$ cat src/design/window_box_match_assert.svh
// ----------------------------------------------------------------------------
// window_box_match_assert.svh
// Assertion macros for the window box matcher; empty when SYNTHESIS is set.
// ----------------------------------------------------------------------------
`ifndef WINDOW_BOX_MATCH_ASSERT_SVH
`define WINDOW_BOX_MATCH_ASSERT_SVH

`ifndef SYNTHESIS

// same-cycle implication, held off during reset
`define WBM_ASSERT_IMP(label, clk, rst_n, ante, cons) \
    label: assert property (@(posedge clk) disable iff (!rst_n) (ante) |-> (cons)) \
        else $error("window_box_match: implication check failed");

// next-cycle implication, held off during reset
`define WBM_ASSERT_NXT(label, clk, rst_n, ante, cons) \
    label: assert property (@(posedge clk) disable iff (!rst_n) (ante) |=> (cons)) \
        else $error("window_box_match: next-cycle check failed");

`else

`define WBM_ASSERT_IMP(label, clk, rst_n, ante, cons)
`define WBM_ASSERT_NXT(label, clk, rst_n, ante, cons)

`endif

`endif

$ cat src/design/wbm_pkg.sv
// ----------------------------------------------------------------------------
// wbm_pkg
// Shared types, codes and helpers of the window box matcher.
// ----------------------------------------------------------------------------
`default_nettype none

package wbm_pkg;

    // fixed field widths
    localparam int ACT_W   = 2;
    localparam int CLS_W   = 8;
    localparam int CFG_W   = 12;
    localparam int OUT_W   = 21;
    localparam int ADDR_W  = 5;
    localparam int DATA_W  = 32;
    localparam int RIDX_W  = 3;

    // input actions
    localparam logic [ACT_W-1:0] ACT_CLEAR = 2'd0;
    localparam logic [ACT_W-1:0] ACT_ADD   = 2'd1;
    localparam logic [ACT_W-1:0] ACT_QUERY = 2'd2;

    // match methods
    localparam logic [1:0] METHOD_WHOLE  = 2'd0;
    localparam logic [1:0] METHOD_CENTER = 2'd1;

    // register indexes
    localparam logic [RIDX_W-1:0] REG_MATCH_METHOD = 3'd0;
    localparam logic [RIDX_W-1:0] REG_NORMALIZE    = 3'd1;
    localparam logic [RIDX_W-1:0] REG_FIELD_WIDTH  = 3'd2;
    localparam logic [RIDX_W-1:0] REG_FIELD_HEIGHT = 3'd3;
    localparam logic [RIDX_W-1:0] REG_REGION_LEFT  = 3'd4;
    localparam logic [RIDX_W-1:0] REG_REGION_TOP   = 3'd5;
    localparam logic [RIDX_W-1:0] REG_REGION_RIGHT = 3'd6;
    localparam logic [RIDX_W-1:0] REG_REGION_BOT   = 3'd7;

    // register file contents seen by the core
    typedef struct packed {
        logic [1:0]       match_method;
        logic             normalize_on;
        logic [CFG_W-1:0] field_width;
        logic [CFG_W-1:0] field_height;
        logic [CFG_W-1:0] region_left;
        logic [CFG_W-1:0] region_top;
        logic [CFG_W-1:0] region_right;
        logic [CFG_W-1:0] region_bottom;
    } cfg_t;

    // sequencer states
    typedef enum logic [2:0] {
        S_IDLE,
        S_SCAN,
        S_PREP,
        S_DIV,
        S_OUT
    } state_t;

    // wrap a sign-extended value to the result field width
    function automatic logic [OUT_W-1:0] to_out(input logic signed [63:0] v);
        return v[OUT_W-1:0];
    endfunction

endpackage

`default_nettype wire

$ cat src/design/wbm_if.sv
// ----------------------------------------------------------------------------
// wbm_if
// Valid/ready channels: command items in, match results out.
// ----------------------------------------------------------------------------
`default_nettype none

interface wbm_cmd_if import wbm_pkg::*; #(
    parameter int COORD_BITS = 12
) ();
    logic                  valid;
    logic                  ready;
    logic [ACT_W-1:0]      action;
    logic [CLS_W-1:0]      box_class;
    logic [COORD_BITS-1:0] box_left;
    logic [COORD_BITS-1:0] box_top;
    logic [COORD_BITS-1:0] box_right;
    logic [COORD_BITS-1:0] box_bottom;
    logic [COORD_BITS-1:0] window_x;
    logic [COORD_BITS-1:0] window_y;

    modport source (
        output valid, action, box_class, box_left, box_top, box_right, box_bottom,
               window_x, window_y,
        input  ready
    );
    modport sink (
        input  valid, action, box_class, box_left, box_top, box_right, box_bottom,
               window_x, window_y,
        output ready
    );
endinterface

interface wbm_rsp_if import wbm_pkg::*; ();
    logic                    valid;
    logic                    ready;
    logic                    found;
    logic [CLS_W-1:0]        match_class;
    logic signed [OUT_W-1:0] rel_left;
    logic signed [OUT_W-1:0] rel_top;
    logic [OUT_W-1:0]        box_w;
    logic [OUT_W-1:0]        box_h;

    modport source (
        output valid, found, match_class, rel_left, rel_top, box_w, box_h,
        input  ready
    );
    modport sink (
        input  valid, found, match_class, rel_left, rel_top, box_w, box_h,
        output ready
    );
endinterface

`default_nettype wire

$ cat src/design/wbm_regs.sv
// ----------------------------------------------------------------------------
// wbm_regs
// APB register file: method, normalization, field size, activation region.
// ----------------------------------------------------------------------------
`default_nettype none

module wbm_regs import wbm_pkg::*; (
    input  wire logic              clk,
    input  wire logic              rst_n,
    input  wire logic              psel,
    input  wire logic              penable,
    input  wire logic              pwrite,
    input  wire logic [ADDR_W-1:0] paddr,
    input  wire logic [DATA_W-1:0] pwdata,
    output logic      [DATA_W-1:0] prdata,
    output logic                   pready,
    output cfg_t                   cfg
);

    cfg_t              cfg_reg;
    logic              wr_en;
    logic [RIDX_W-1:0] ridx;

    assign pready = 1'b1;
    assign wr_en  = psel && penable && pwrite;
    assign ridx   = paddr[ADDR_W-1:2];
    assign cfg    = cfg_reg;

    // register writes
    always_ff @(posedge clk or negedge rst_n)
    begin
        if (!rst_n)
        begin
            cfg_reg.match_method  <= METHOD_WHOLE;
            cfg_reg.normalize_on  <= 1'b0;
            cfg_reg.field_width   <= 12'd32;
            cfg_reg.field_height  <= 12'd32;
            cfg_reg.region_left   <= 12'd0;
            cfg_reg.region_top    <= 12'd0;
            cfg_reg.region_right  <= 12'd31;
            cfg_reg.region_bottom <= 12'd31;
        end
        else if (wr_en)
        begin
            unique case (ridx)
                REG_MATCH_METHOD: cfg_reg.match_method  <= pwdata[1:0];
                REG_NORMALIZE:    cfg_reg.normalize_on  <= pwdata[0];
                REG_FIELD_WIDTH:  cfg_reg.field_width   <= pwdata[CFG_W-1:0];
                REG_FIELD_HEIGHT: cfg_reg.field_height  <= pwdata[CFG_W-1:0];
                REG_REGION_LEFT:  cfg_reg.region_left   <= pwdata[CFG_W-1:0];
                REG_REGION_TOP:   cfg_reg.region_top    <= pwdata[CFG_W-1:0];
                REG_REGION_RIGHT: cfg_reg.region_right  <= pwdata[CFG_W-1:0];
                REG_REGION_BOT:   cfg_reg.region_bottom <= pwdata[CFG_W-1:0];
            endcase
        end
    end

    // read mux
    always_comb
    begin
        unique case (ridx)
            REG_MATCH_METHOD: prdata = DATA_W'(cfg_reg.match_method);
            REG_NORMALIZE:    prdata = DATA_W'(cfg_reg.normalize_on);
            REG_FIELD_WIDTH:  prdata = DATA_W'(cfg_reg.field_width);
            REG_FIELD_HEIGHT: prdata = DATA_W'(cfg_reg.field_height);
            REG_REGION_LEFT:  prdata = DATA_W'(cfg_reg.region_left);
            REG_REGION_TOP:   prdata = DATA_W'(cfg_reg.region_top);
            REG_REGION_RIGHT: prdata = DATA_W'(cfg_reg.region_right);
            REG_REGION_BOT:   prdata = DATA_W'(cfg_reg.region_bottom);
        endcase
    end

endmodule

`default_nettype wire

$ cat src/design/wbm_store.sv
// ----------------------------------------------------------------------------
// wbm_store
// Box table memory: one write port, one registered read port.
// ----------------------------------------------------------------------------
`default_nettype none

module wbm_store #(
    parameter int DEPTH   = 32,
    parameter int ENTRY_W = 56,
    parameter int IDX_W   = 5
) (
    input  wire logic               clk,
    input  wire logic               wr_en,
    input  wire logic [IDX_W-1:0]   wr_addr,
    input  wire logic [ENTRY_W-1:0] wr_data,
    input  wire logic               rd_en,
    input  wire logic [IDX_W-1:0]   rd_addr,
    output logic      [ENTRY_W-1:0] rd_data
);

    logic [ENTRY_W-1:0] mem [DEPTH];
    logic [ENTRY_W-1:0] rd_data_reg;

    assign rd_data = rd_data_reg;

    // write port
    always_ff @(posedge clk)
    begin
        if (wr_en)
        begin
            mem[wr_addr] <= wr_data;
        end
    end

    // registered read port
    always_ff @(posedge clk)
    begin
        if (rd_en)
        begin
            rd_data_reg <= mem[rd_addr];
        end
    end

endmodule

`default_nettype wire

$ cat src/design/wbm_div.sv
// ----------------------------------------------------------------------------
// wbm_div
// Shared restoring divider, one quotient bit per cycle, unsigned operands.
// ----------------------------------------------------------------------------
`default_nettype none

module wbm_div #(
    parameter int NUM_W = 21,
    parameter int DEN_W = 12
) (
    input  wire logic             clk,
    input  wire logic             rst_n,
    input  wire logic             start,
    input  wire logic [NUM_W-1:0] dividend,
    input  wire logic [DEN_W-1:0] divisor,
    output logic                  done,
    output logic      [NUM_W-1:0] quotient
);

    localparam int CW = $clog2(NUM_W);

    logic [NUM_W-1:0] quo_reg, quo_next;
    logic [DEN_W-1:0] rem_reg, rem_next;
    logic [DEN_W-1:0] den_reg;
    logic [CW-1:0]    cnt_reg, cnt_next;
    logic             busy_reg, busy_next;
    logic             done_reg, done_next;
    logic [DEN_W:0]   trial;
    logic             fits;

    assign done     = done_reg;
    assign quotient = quo_reg;

    // one shift-subtract step
    always_comb
    begin
        trial     = {rem_reg, quo_reg[NUM_W-1]};
        fits      = trial >= {1'b0, den_reg};
        rem_next  = rem_reg;
        quo_next  = quo_reg;
        cnt_next  = cnt_reg;
        busy_next = busy_reg;
        done_next = 1'b0;
        if (start)
        begin
            quo_next  = dividend;
            rem_next  = '0;
            cnt_next  = CW'(NUM_W - 1);
            busy_next = 1'b1;
        end
        else if (busy_reg)
        begin
            rem_next = fits ? DEN_W'(trial - {1'b0, den_reg}) : trial[DEN_W-1:0];
            quo_next = {quo_reg[NUM_W-2:0], fits};
            cnt_next = cnt_reg - CW'(1);
            if (cnt_reg == '0)
            begin
                busy_next = 1'b0;
                done_next = 1'b1;
            end
        end
    end

    // control state
    always_ff @(posedge clk or negedge rst_n)
    begin
        if (!rst_n)
        begin
            busy_reg <= 1'b0;
            done_reg <= 1'b0;
            cnt_reg  <= '0;
        end
        else
        begin
            busy_reg <= busy_next;
            done_reg <= done_next;
            cnt_reg  <= cnt_next;
        end
    end

    // datapath
    always_ff @(posedge clk)
    begin
        quo_reg <= quo_next;
        rem_reg <= rem_next;
        if (start)
        begin
            den_reg <= divisor;
        end
    end

endmodule

`default_nettype wire

$ cat src/design/window_box_match.sv
// ----------------------------------------------------------------------------
// window_box_match
// Ground-truth box table with first-match lookup against a shifted region.
// ----------------------------------------------------------------------------
// Clear and add items are taken in the idle state. A query scans the table
// through a registered memory read, one entry a cycle. With no match the
// result is ready to transfer once every stored entry has been read. A
// match ends the scan, and the four values are then prepared in turn:
// left offset, top offset, width, height. With normalization on, each value
// instead goes through the shared divider; sizes that saturate to zero skip
// their pass through the divider.
// The result is held until taken; the block accepts no item meanwhile.
// ----------------------------------------------------------------------------
`default_nettype none

`include "window_box_match_assert.svh"

module window_box_match import wbm_pkg::*; #(
    parameter int MAX_BOXES  = 32,
    parameter int COORD_BITS = 12,
    parameter int FRAC_BITS  = 8
) (
    input  wire logic              clk,
    input  wire logic              rst_n,
    input  wire logic              psel,
    input  wire logic              penable,
    input  wire logic              pwrite,
    input  wire logic [ADDR_W-1:0] paddr,
    input  wire logic [DATA_W-1:0] pwdata,
    output logic      [DATA_W-1:0] prdata,
    output logic                   pready,
    wbm_cmd_if.sink                cmd,
    wbm_rsp_if.source              rsp
);

    localparam int IDX_W   = (MAX_BOXES > 1) ? $clog2(MAX_BOXES) : 1;
    localparam int CNT_W   = $clog2(MAX_BOXES + 1);
    localparam int ENTRY_W = CLS_W + 4 * COORD_BITS;
    localparam int BND_W   = ((CFG_W > COORD_BITS) ? CFG_W : COORD_BITS) + 2;
    localparam int DIV_W   = COORD_BITS + FRAC_BITS + 1;
    localparam int VAL_W   = DIV_W + 1;

    cfg_t cfg;

    // registers
    state_t                  state_reg, state_next;
    logic [CNT_W-1:0]        count_reg, count_next;
    logic [CNT_W-1:0]        issue_reg, issue_next;
    logic                    pend_reg, pend_next;
    logic [1:0]              k_reg, k_next;
    logic                    neg_reg;
    logic [COORD_BITS-1:0]   wx_reg, wy_reg;
    logic [BND_W-1:0]        rl_reg, rt_reg, rr_reg, rb_reg;
    logic                    found_reg;
    logic [CLS_W-1:0]        cls_reg;
    logic [COORD_BITS-1:0]   hl_reg, ht_reg, hr_reg, hb_reg;
    logic [OUT_W-1:0]        res_reg [4];

    // handshake and control
    logic                    cmd_xfer;
    logic                    rsp_xfer;
    logic                    is_query;
    logic                    is_add;
    logic                    wr_en;
    logic                    rd_en;
    logic [ENTRY_W-1:0]      rd_data;
    logic                    hit;
    logic                    scan_end;
    logic                    div_start;
    logic                    div_done;
    logic [DIV_W-1:0]        div_quotient;
    logic                    store_direct;
    logic                    store_div;

    // scan entry fields
    logic [CLS_W-1:0]        e_cls;
    logic [COORD_BITS-1:0]   e_l, e_t, e_r, e_b;
    logic                    in_region;

    // value preparation
    logic [COORD_BITS-1:0]   opa, opb;
    logic signed [VAL_W-1:0] base_s, scaled_s, mag_s, direct_s, quot_s, div_res_s;
    logic                    size_zero;
    logic [CFG_W-1:0]        divisor;

    assign cmd_xfer = cmd.valid && cmd.ready;
    assign rsp_xfer = rsp.valid && rsp.ready;
    assign is_query = cmd.action == ACT_QUERY;
    assign is_add   = cmd.action == ACT_ADD;

    wbm_regs u_regs (
        .clk     (clk),
        .rst_n   (rst_n),
        .psel    (psel),
        .penable (penable),
        .pwrite  (pwrite),
        .paddr   (paddr),
        .pwdata  (pwdata),
        .prdata  (prdata),
        .pready  (pready),
        .cfg     (cfg)
    );

    wbm_store #(
        .DEPTH   (MAX_BOXES),
        .ENTRY_W (ENTRY_W),
        .IDX_W   (IDX_W)
    ) u_store (
        .clk     (clk),
        .wr_en   (wr_en),
        .wr_addr (count_reg[IDX_W-1:0]),
        .wr_data ({cmd.box_class, cmd.box_left, cmd.box_top, cmd.box_right,
                   cmd.box_bottom}),
        .rd_en   (rd_en),
        .rd_addr (issue_reg[IDX_W-1:0]),
        .rd_data (rd_data)
    );

    wbm_div #(
        .NUM_W (DIV_W),
        .DEN_W (CFG_W)
    ) u_div (
        .clk      (clk),
        .rst_n    (rst_n),
        .start    (div_start),
        .dividend (mag_s[DIV_W-1:0]),
        .divisor  (divisor),
        .done     (div_done),
        .quotient (div_quotient)
    );

    // region test on the entry read last cycle
    assign {e_cls, e_l, e_t, e_r, e_b} = rd_data;

    always_comb
    begin
        unique case (cfg.match_method)
            METHOD_WHOLE:
                in_region = (BND_W'(e_l) >= rl_reg) && (BND_W'(e_r) <= rr_reg) &&
                            (BND_W'(e_t) >= rt_reg) && (BND_W'(e_b) <= rb_reg);
            METHOD_CENTER:
                in_region = (BND_W'(e_l) + BND_W'(e_r) >= {rl_reg[BND_W-2:0], 1'b0}) &&
                            (BND_W'(e_l) + BND_W'(e_r) <= {rr_reg[BND_W-2:0], 1'b0}) &&
                            (BND_W'(e_t) + BND_W'(e_b) >= {rt_reg[BND_W-2:0], 1'b0}) &&
                            (BND_W'(e_t) + BND_W'(e_b) <= {rb_reg[BND_W-2:0], 1'b0});
            default:
                in_region = 1'b0;
        endcase
    end

    assign hit      = (state_reg == S_SCAN) && pend_reg && in_region;
    assign scan_end = (issue_reg == count_reg) && !pend_reg;

    // operand selection: offsets for k = 0,1, sizes for k = 2,3
    always_comb
    begin
        unique case (k_reg)
            2'd0:    begin opa = hl_reg; opb = wx_reg; end
            2'd1:    begin opa = ht_reg; opb = wy_reg; end
            2'd2:    begin opa = hr_reg; opb = hl_reg; end
            default: begin opa = hb_reg; opb = ht_reg; end
        endcase
        base_s    = $signed(VAL_W'(opa)) - $signed(VAL_W'(opb)) +
                    $signed(VAL_W'(k_reg[1]));
        size_zero = k_reg[1] && (base_s <= 0);
        scaled_s  = base_s <<< FRAC_BITS;
        mag_s     = scaled_s[VAL_W-1] ? -scaled_s : scaled_s;
        direct_s  = size_zero ? '0 : scaled_s;
        quot_s    = $signed({1'b0, div_quotient});
        div_res_s = neg_reg ? -quot_s : quot_s;
        divisor   = k_reg[0] ? cfg.field_height : cfg.field_width;
        if (divisor == '0)
        begin
            divisor = CFG_W'(1);
        end
    end

    // next state
    always_comb
    begin
        state_next = state_reg;
        unique case (state_reg)
            S_IDLE:
                if (cmd_xfer && is_query)
                begin
                    state_next = S_SCAN;
                end
            S_SCAN:
                if (hit)
                begin
                    state_next = S_PREP;
                end
                else if (scan_end)
                begin
                    state_next = S_OUT;
                end
            S_PREP:
                if (!(cfg.normalize_on && !size_zero))
                begin
                    state_next = (k_reg == 2'd3) ? S_OUT : S_PREP;
                end
                else
                begin
                    state_next = S_DIV;
                end
            S_DIV:
                if (div_done)
                begin
                    state_next = (k_reg == 2'd3) ? S_OUT : S_PREP;
                end
            S_OUT:
                if (rsp_xfer)
                begin
                    state_next = S_IDLE;
                end
            default:
                state_next = S_IDLE;
        endcase
    end

    // sequencer outputs
    always_comb
    begin
        cmd.ready    = 1'b0;
        rsp.valid    = 1'b0;
        wr_en        = 1'b0;
        rd_en        = 1'b0;
        div_start    = 1'b0;
        store_direct = 1'b0;
        store_div    = 1'b0;
        count_next   = count_reg;
        issue_next   = issue_reg;
        pend_next    = 1'b0;
        k_next       = k_reg;
        unique case (state_reg)
            S_IDLE:
            begin
                cmd.ready  = 1'b1;
                issue_next = '0;
                k_next     = 2'd0;
                if (cmd_xfer && cmd.action == ACT_CLEAR)
                begin
                    count_next = '0;
                end
                else if (cmd_xfer && is_add && (count_reg < CNT_W'(MAX_BOXES)))
                begin
                    wr_en      = 1'b1;
                    count_next = count_reg + CNT_W'(1);
                end
            end
            S_SCAN:
                if (!hit && (issue_reg != count_reg))
                begin
                    rd_en      = 1'b1;
                    issue_next = issue_reg + CNT_W'(1);
                    pend_next  = 1'b1;
                end
            S_PREP:
                if (cfg.normalize_on && !size_zero)
                begin
                    div_start = 1'b1;
                end
                else
                begin
                    store_direct = 1'b1;
                    k_next       = k_reg + 2'd1;
                end
            S_DIV:
                if (div_done)
                begin
                    store_div = 1'b1;
                    k_next    = k_reg + 2'd1;
                end
            S_OUT:
                rsp.valid = 1'b1;
            default:
            begin
            end
        endcase
    end

    // control registers
    always_ff @(posedge clk or negedge rst_n)
    begin
        if (!rst_n)
        begin
            state_reg <= S_IDLE;
            count_reg <= '0;
            issue_reg <= '0;
            pend_reg  <= 1'b0;
            k_reg     <= 2'd0;
            found_reg <= 1'b0;
        end
        else
        begin
            state_reg <= state_next;
            count_reg <= count_next;
            issue_reg <= issue_next;
            pend_reg  <= pend_next;
            k_reg     <= k_next;
            if (cmd_xfer)
            begin
                found_reg <= 1'b0;
            end
            else if (hit)
            begin
                found_reg <= 1'b1;
            end
        end
    end

    // query window, shifted region, matched entry and results
    always_ff @(posedge clk)
    begin
        if (cmd_xfer && is_query)
        begin
            wx_reg     <= cmd.window_x;
            wy_reg     <= cmd.window_y;
            rl_reg     <= BND_W'(cfg.region_left) + BND_W'(cmd.window_x);
            rr_reg     <= BND_W'(cfg.region_right) + BND_W'(cmd.window_x);
            rt_reg     <= BND_W'(cfg.region_top) + BND_W'(cmd.window_y);
            rb_reg     <= BND_W'(cfg.region_bottom) + BND_W'(cmd.window_y);
            cls_reg    <= '0;
            res_reg[0] <= '0;
            res_reg[1] <= '0;
            res_reg[2] <= '0;
            res_reg[3] <= '0;
        end
        if (hit)
        begin
            cls_reg <= e_cls;
            hl_reg  <= e_l;
            ht_reg  <= e_t;
            hr_reg  <= e_r;
            hb_reg  <= e_b;
        end
        if (div_start)
        begin
            neg_reg <= scaled_s[VAL_W-1];
        end
        if (store_direct)
        begin
            res_reg[k_reg] <= to_out(64'(direct_s));
        end
        else if (store_div)
        begin
            res_reg[k_reg] <= to_out(64'(div_res_s));
        end
    end

    // result payload
    assign rsp.found       = found_reg;
    assign rsp.match_class = cls_reg;
    assign rsp.rel_left    = $signed(res_reg[0]);
    assign rsp.rel_top     = $signed(res_reg[1]);
    assign rsp.box_w       = res_reg[2];
    assign rsp.box_h       = res_reg[3];

    // checks
    `WBM_ASSERT_IMP(a_no_accept_while_holding, clk, rst_n, rsp.valid, !cmd.ready)
    `WBM_ASSERT_IMP(a_count_bound, clk, rst_n, 1'b1, count_reg <= CNT_W'(MAX_BOXES))
    `WBM_ASSERT_NXT(a_hit_to_prep, clk, rst_n, hit, state_reg == S_PREP && found_reg)
    `WBM_ASSERT_IMP(a_div_start_ctx, clk, rst_n, div_start,
                    state_reg == S_PREP && cfg.normalize_on)

endmodule

`default_nettype wire

$ cat src/flat_wrapper.sv
// flat-port wrapper written by rule: the top's interface ports become plain ports
module window_box_match_flat import wbm_pkg::*;
#(
    parameter int MAX_BOXES  = 32,
    parameter int COORD_BITS = 12,
    parameter int FRAC_BITS  = 8
)
  (clk, rst_n, psel, penable, pwrite, paddr, pwdata, prdata, pready, cmd_valid, cmd_action, cmd_box_class, cmd_box_left, cmd_box_top, cmd_box_right, cmd_box_bottom, cmd_window_x, cmd_window_y, cmd_ready, rsp_valid, rsp_found, rsp_match_class, rsp_rel_left, rsp_rel_top, rsp_box_w, rsp_box_h, rsp_ready);
  wbm_cmd_if #(.COORD_BITS(COORD_BITS)) cmd_i ();
  wbm_rsp_if rsp_i ();
  input  wire logic clk;
  input  wire logic rst_n;
  input  wire logic psel;
  input  wire logic penable;
  input  wire logic pwrite;
  input  wire logic [ADDR_W-1:0] paddr;
  input  wire logic [DATA_W-1:0] pwdata;
  output logic      [DATA_W-1:0] prdata;
  output logic pready;
  input wire logic [$bits(cmd_i.valid)-1:0] cmd_valid;
  input wire logic [$bits(cmd_i.action)-1:0] cmd_action;
  input wire logic [$bits(cmd_i.box_class)-1:0] cmd_box_class;
  input wire logic [$bits(cmd_i.box_left)-1:0] cmd_box_left;
  input wire logic [$bits(cmd_i.box_top)-1:0] cmd_box_top;
  input wire logic [$bits(cmd_i.box_right)-1:0] cmd_box_right;
  input wire logic [$bits(cmd_i.box_bottom)-1:0] cmd_box_bottom;
  input wire logic [$bits(cmd_i.window_x)-1:0] cmd_window_x;
  input wire logic [$bits(cmd_i.window_y)-1:0] cmd_window_y;
  output wire logic [$bits(cmd_i.ready)-1:0] cmd_ready;
  output wire logic [$bits(rsp_i.valid)-1:0] rsp_valid;
  output wire logic [$bits(rsp_i.found)-1:0] rsp_found;
  output wire logic [$bits(rsp_i.match_class)-1:0] rsp_match_class;
  output wire logic [$bits(rsp_i.rel_left)-1:0] rsp_rel_left;
  output wire logic [$bits(rsp_i.rel_top)-1:0] rsp_rel_top;
  output wire logic [$bits(rsp_i.box_w)-1:0] rsp_box_w;
  output wire logic [$bits(rsp_i.box_h)-1:0] rsp_box_h;
  input wire logic [$bits(rsp_i.ready)-1:0] rsp_ready;
  assign cmd_i.valid = cmd_valid;
  assign cmd_i.action = cmd_action;
  assign cmd_i.box_class = cmd_box_class;
  assign cmd_i.box_left = cmd_box_left;
  assign cmd_i.box_top = cmd_box_top;
  assign cmd_i.box_right = cmd_box_right;
  assign cmd_i.box_bottom = cmd_box_bottom;
  assign cmd_i.window_x = cmd_window_x;
  assign cmd_i.window_y = cmd_window_y;
  assign cmd_ready = cmd_i.ready;
  assign rsp_valid = rsp_i.valid;
  assign rsp_found = rsp_i.found;
  assign rsp_match_class = rsp_i.match_class;
  assign rsp_rel_left = rsp_i.rel_left;
  assign rsp_rel_top = rsp_i.rel_top;
  assign rsp_box_w = rsp_i.box_w;
  assign rsp_box_h = rsp_i.box_h;
  assign rsp_i.ready = rsp_ready;
  window_box_match #(.MAX_BOXES(MAX_BOXES), .COORD_BITS(COORD_BITS), .FRAC_BITS(FRAC_BITS)) u_core (.clk(clk), .rst_n(rst_n), .psel(psel), .penable(penable), .pwrite(pwrite), .paddr(paddr), .pwdata(pwdata), .prdata(prdata), .pready(pready), .cmd(cmd_i), .rsp(rsp_i));
endmodule
$ cat config.mk
export PLATFORM = sky130hd
export DESIGN_NAME = window_box_match_flat
export DESIGN_NICKNAME = d
export VERILOG_FILES = /design/src/design/wbm_pkg.sv /design/src/design/wbm_if.sv /design/src/design/wbm_regs.sv /design/src/design/wbm_store.sv /design/src/design/wbm_div.sv /design/src/design/window_box_match.sv /design/src/flat_wrapper.sv
export VERILOG_INCLUDE_DIRS = /design/src /design/src/design
export SDC_FILE = /design/constraint.sdc
export NUM_CORES = 2
export LEC_CHECK = 0
export BUFFER_PORTS_ARGS = -buffer_cell sky130_fd_sc_hd__buf_2
export CORE_UTILIZATION = 60
export CTS_BUF_LIST = sky130_fd_sc_hd__clkbuf_2
export DETAILED_ROUTE_END_ITERATION = 10
export PLACE_DENSITY = 0.77
export RECOVER_POWER = 25
export SLEW_MARGIN = 10
export SYNTH_ARGS = -nofsm -noshare
export SYNTH_HDL_FRONTEND = slang
export SYNTH_HIERARCHICAL = 1
export SYNTH_SLANG_ARGS = --single-unit
export TNS_END_PERCENT = 20
$ cat constraint.sdc
create_clock -name clk -period 17.73 [get_ports clk]
set_input_delay 3.546 -clock clk [delete_from_list [all_inputs] [get_ports clk]]
set_output_delay 3.546 -clock clk [all_outputs]
set_load 0.02 [all_outputs]
==> results.cfg <==
[clock_network]
h-tree-depth = 6
max-clock-path-buffers = 4
cts.reportedPaths.clkPinSlew_ps = 120
clkLatencyLatePin_ps = 1800
cts_tree = yes
cts.sinks = 2211
postCtsSetupRepairBufs = 0
ctsRootBufferMaster = sky130_fd_sc_hd__clkbuf_2
hold_buffers = 0
numCtsBuffers = 548
post_cts_resize_count = 0

[power_and_ir_drop]
vdd.ir_drop.worst_uv = 199.5
switching_share_pct = 35.62
static-leakage-power_nw = 35.41
power.density_cell_area_nw_per_um2 = 138.0
p_comb_share_pct = 32.0
clkPwrFrac_pct = 22.6
power_frac_seq_pct = 45.4
power.internal_mw = 8.975
total_switching_power_mw = 4.965

[floorplanning]
core_region_area_um2 = 154600
ioPinCount = 254
rows = 144
die-area_um2 = 157800
die_height_um = 397.3
die_x_um = 397.3
effective_utilization_at_floorplan_pct = 60.65

[yosys]
most_frequent_cells_after_synthesis = 2098 x sky130_fd_sc_hd__edfxtp_1, 920 x sky130_fd_sc_hd__mux2i_1, 268 x sky130_fd_sc_hd__nand2_1
postSynth.asyncResetShare_pct = 4.568
synth_top_area_share_pct = 67.20
synth-edff-count = 2098
synthCells = 5969
postSynthAreaPerCell_um2 = 15.71
synth_area_leaders = sky130_fd_sc_hd__edfxtp_1 67%, sky130_fd_sc_hd__mux2i_1 9.8%, sky130_fd_sc_hd__ha_1 2.7%, sky130_fd_sc_hd__dfrtp_1 2.4%, sky130_fd_sc_hd__a21oi_1 1.4%
synth.lib_cells_used.distinct = 98
synthDominantAreaCellType = sky130_fd_sc_hd__edfxtp_1
ys.flop_type = sky130_fd_sc_hd__edfxtp_1
ys_ff_latch = 2211
ys_warn_count = 6
synthMostInstantiatedCell = sky130_fd_sc_hd__edfxtp_1
ys_seq_area_share_pct = 70.16
syn_area_um2 = 93760

[worst_setup_path]
arrival_ps = 5270
critical_path.startpoint = paddr[2]
endpoint_kind = primary output
reg2reg_slack_ps = 9080
critPathMaxStageDelay_ps = 640
top_cell_by_count_worst_path = sky130_fd_sc_hd__buf_2
start_kind = primary input
chain_of_cells_forming_the_critical_path = buf_2 > mux4_2 > mux2_2 > buf_2
worst-endpoint-required_ps = 14180
timing_worst_setup_path_type = primary input to primary output
crit-reg2reg-launch = u_core/k_reg[0]
timing.critical_path.slowest_stage_cell = sky130_fd_sc_hd__buf_2
timing.critical_path.fanout_max = 37

[sta]
final.min_clock_period_ps = 8817
final_sum_of_negative_setup_slack_ps = 0
timing_worst_slew_pin_value_ps = 1585
rsz0062_at_grt = false
max-slew-margin-rel_pct = -5.680
final_setup_vio_count = 0
finClkSkew_ps = 125.4
maxSlewViolCount = 28
finalHoldViolCount = 0
achievable-frequency_mhz = 113.4
part_of_the_cycle_the_worst_path_needs_pct = 49.73

[hold_path]
holdCritPathClass = flip-flop to flip-flop
hold_start = u_core/u_div/rem_reg[8]

[place]
portBuffers = 210
finalWeightedCongestion = 0.9094
dpl.hpwl_mm = 128.5

[grt]
globalRouteOverflowTotal = 0
grt_util_all_layers_pct = 29.14
number_of_antenna_violations_at_the_first_check_in_global_routing = 17
grt_pass1_wl_mm = 337.7
grt_pass1_vias = 54785
grt_start_max_net_pins = 149

[layout]
filler_cell_count = 10858
syn_to_final_growth_pct = 7.716
flip_flop_count_of_the_largest_register_all_copies_and_words_added = 1792
utilization_pct = 65.33
final_net_count = 6864
layout-drive-gt1-share_pct = 17.83

[drt]
route.detailed.drc = 0
first_iteration_detailed_routing_drc_count = 6323
detail_route_antenna_nets = 0
detailroute.via_count = 55487
detail_route.wl_per_cell_um = 25.99
sum_of_routed_wire_length_over_all_layers_mm = 232.0
avgViaCountPerCell = 6.214
drt-pass1-iter-count = 8

[status]
status = finished with violations
violations = max-capacitance violations, max-slew violations

[job]
max_cap_violation_count = 1
-- worst paths after layout --
check,endpoint,depth (start not counted)
worst max-delay path,prdata[1],4
worst min-delay path,u_core/u_div/rem_reg[9],2
worst max register to register,u_core/u_div/quotient[1],20
worst min register to register,u_core/u_div/rem_reg[9],2
max in group asynchronous,u_core/u_regs/cfg[37],2
min in group asynchronous,u_core/state_reg[0],1
-- cell usage in the layout, fill, tap and decap left out, types with 12 or more instances in the layout --
| master | instances |
|---|---|
| sky130_fd_sc_hd__a211oi_1 | 19 |
| sky130_fd_sc_hd__a22o_1 | 121 |
| sky130_fd_sc_hd__a21o_1 | 23 |
| sky130_fd_sc_hd__buf_4 | 77 |
| sky130_fd_sc_hd__buf_2 | 135 |
| sky130_fd_sc_hd__inv_1 | 137 |
| sky130_fd_sc_hd__a21oi_1 | 263 |
| sky130_fd_sc_hd__dfstp_2 | 12 |
| sky130_fd_sc_hd__nor3_1 | 100 |
| sky130_fd_sc_hd__conb_1 | 29 |
| sky130_fd_sc_hd__nor4_1 | 15 |
| sky130_fd_sc_hd__nor2_4 | 33 |
| sky130_fd_sc_hd__a21boi_0 | 15 |
| sky130_fd_sc_hd__nand2b_1 | 27 |
| sky130_fd_sc_hd__dfrtp_1 | 88 |
| sky130_fd_sc_hd__ha_1 | 205 |
| sky130_fd_sc_hd__and2_1 | 13 |
| sky130_fd_sc_hd__clkbuf_2 | 767 |
| sky130_fd_sc_hd__a31oi_1 | 64 |
| sky130_fd_sc_hd__o21ai_0 | 91 |
| sky130_fd_sc_hd__mux2i_1 | 920 |
| sky130_fd_sc_hd__clkinv_1 | 96 |
| sky130_fd_sc_hd__inv_2 | 17 |
| sky130_fd_sc_hd__a222oi_1 | 24 |
| sky130_fd_sc_hd__nor2_1 | 218 |
| sky130_fd_sc_hd__nor2b_1 | 23 |
| sky130_fd_sc_hd__clkinv_2 | 15 |
| sky130_fd_sc_hd__xor2_1 | 31 |
| sky130_fd_sc_hd__dfxtp_1 | 12 |
| sky130_fd_sc_hd__clkbuf_1 | 76 |
| sky130_fd_sc_hd__nand3_1 | 205 |
| sky130_fd_sc_hd__mux2_2 | 101 |
| sky130_fd_sc_hd__xnor2_1 | 86 |
| sky130_fd_sc_hd__o21a_1 | 18 |
| sky130_fd_sc_hd__a22oi_1 | 173 |
| sky130_fd_sc_hd__nand2_1 | 267 |
| sky130_fd_sc_hd__nand4_1 | 16 |
| sky130_fd_sc_hd__edfxtp_1 | 2098 |
-- metrics by stage --
stage / power, mW / setup WS, ps / std cells / hold WS [ps] / cell area (um2)
finish: 13.94 / 8913 / 8929 / 495.7 / 101000
global route: 14.66 / 8597 / 8923 / 532.7 / 101000
CTS: 13.98 / 8918 / 8919 / 505.0 / 101100
detailed placement: 10.85 / 8922 / 8019 / 497.6 / 96560
global placement: 10.76 / 8926 / 8019 / 484.3 / 96560
floorplan: 9.622 / 9549 / 5995 / 454.3 / 93860
-- metal layers --
layer,wire (um),vias up,GRT usage (%)
li1,-,24621,-
met1,89340,27464,38.11
met2,112500,2864,47.51
met3,21210,524,6.107
met4,8885,14,12.45
met5,101,-,0
-- power groups by stage --
stage	logic (mW)	clock network [mW]	registers (mW)
final	4.46	3.15	6.32
after global routing	4.86	3.47	6.33
after CTS	4.44	3.23	6.32
after detailed placement	4.41	0	6.43
after global placement	4.33	0	6.43
after floorplan	3.37	0	6.26
-- logic make-up after synthesis --
kind of cell             share of synthesized area, %
AO/OA/AOI/OAI                                   6.882
XOR/XNOR                                        1.110
adder cells (fa/ha/maj)                         2.907
buffers and inverters                           2.653
flip-flops                                      70.16
multiplexers                                    11.28
other                                         0.01201
AND/OR/NAND/NOR                                 4.990
-- critical path: cells and delay by family --
family / cells / cell delay, ps
multiplexers: 2 / 910
buffers and inverters: 2 / 800
-- layout make-up --
class	instances	area (um2)	share of cell area [%]
Antenna cell	10	25.02	0.02478
Clock buffer	767	3839	3.801
Clock inverter	133	666.9	0.6603
Inverter	141	529.3	0.5241
Multi-Input combinational cell	3328	25910	25.65
Sequential cell	2211	65790	65.14
Tap cell	2044	2557	2.532
Timing Repair Buffer	295	1679	1.663
(Power assumes the default switching activity.)
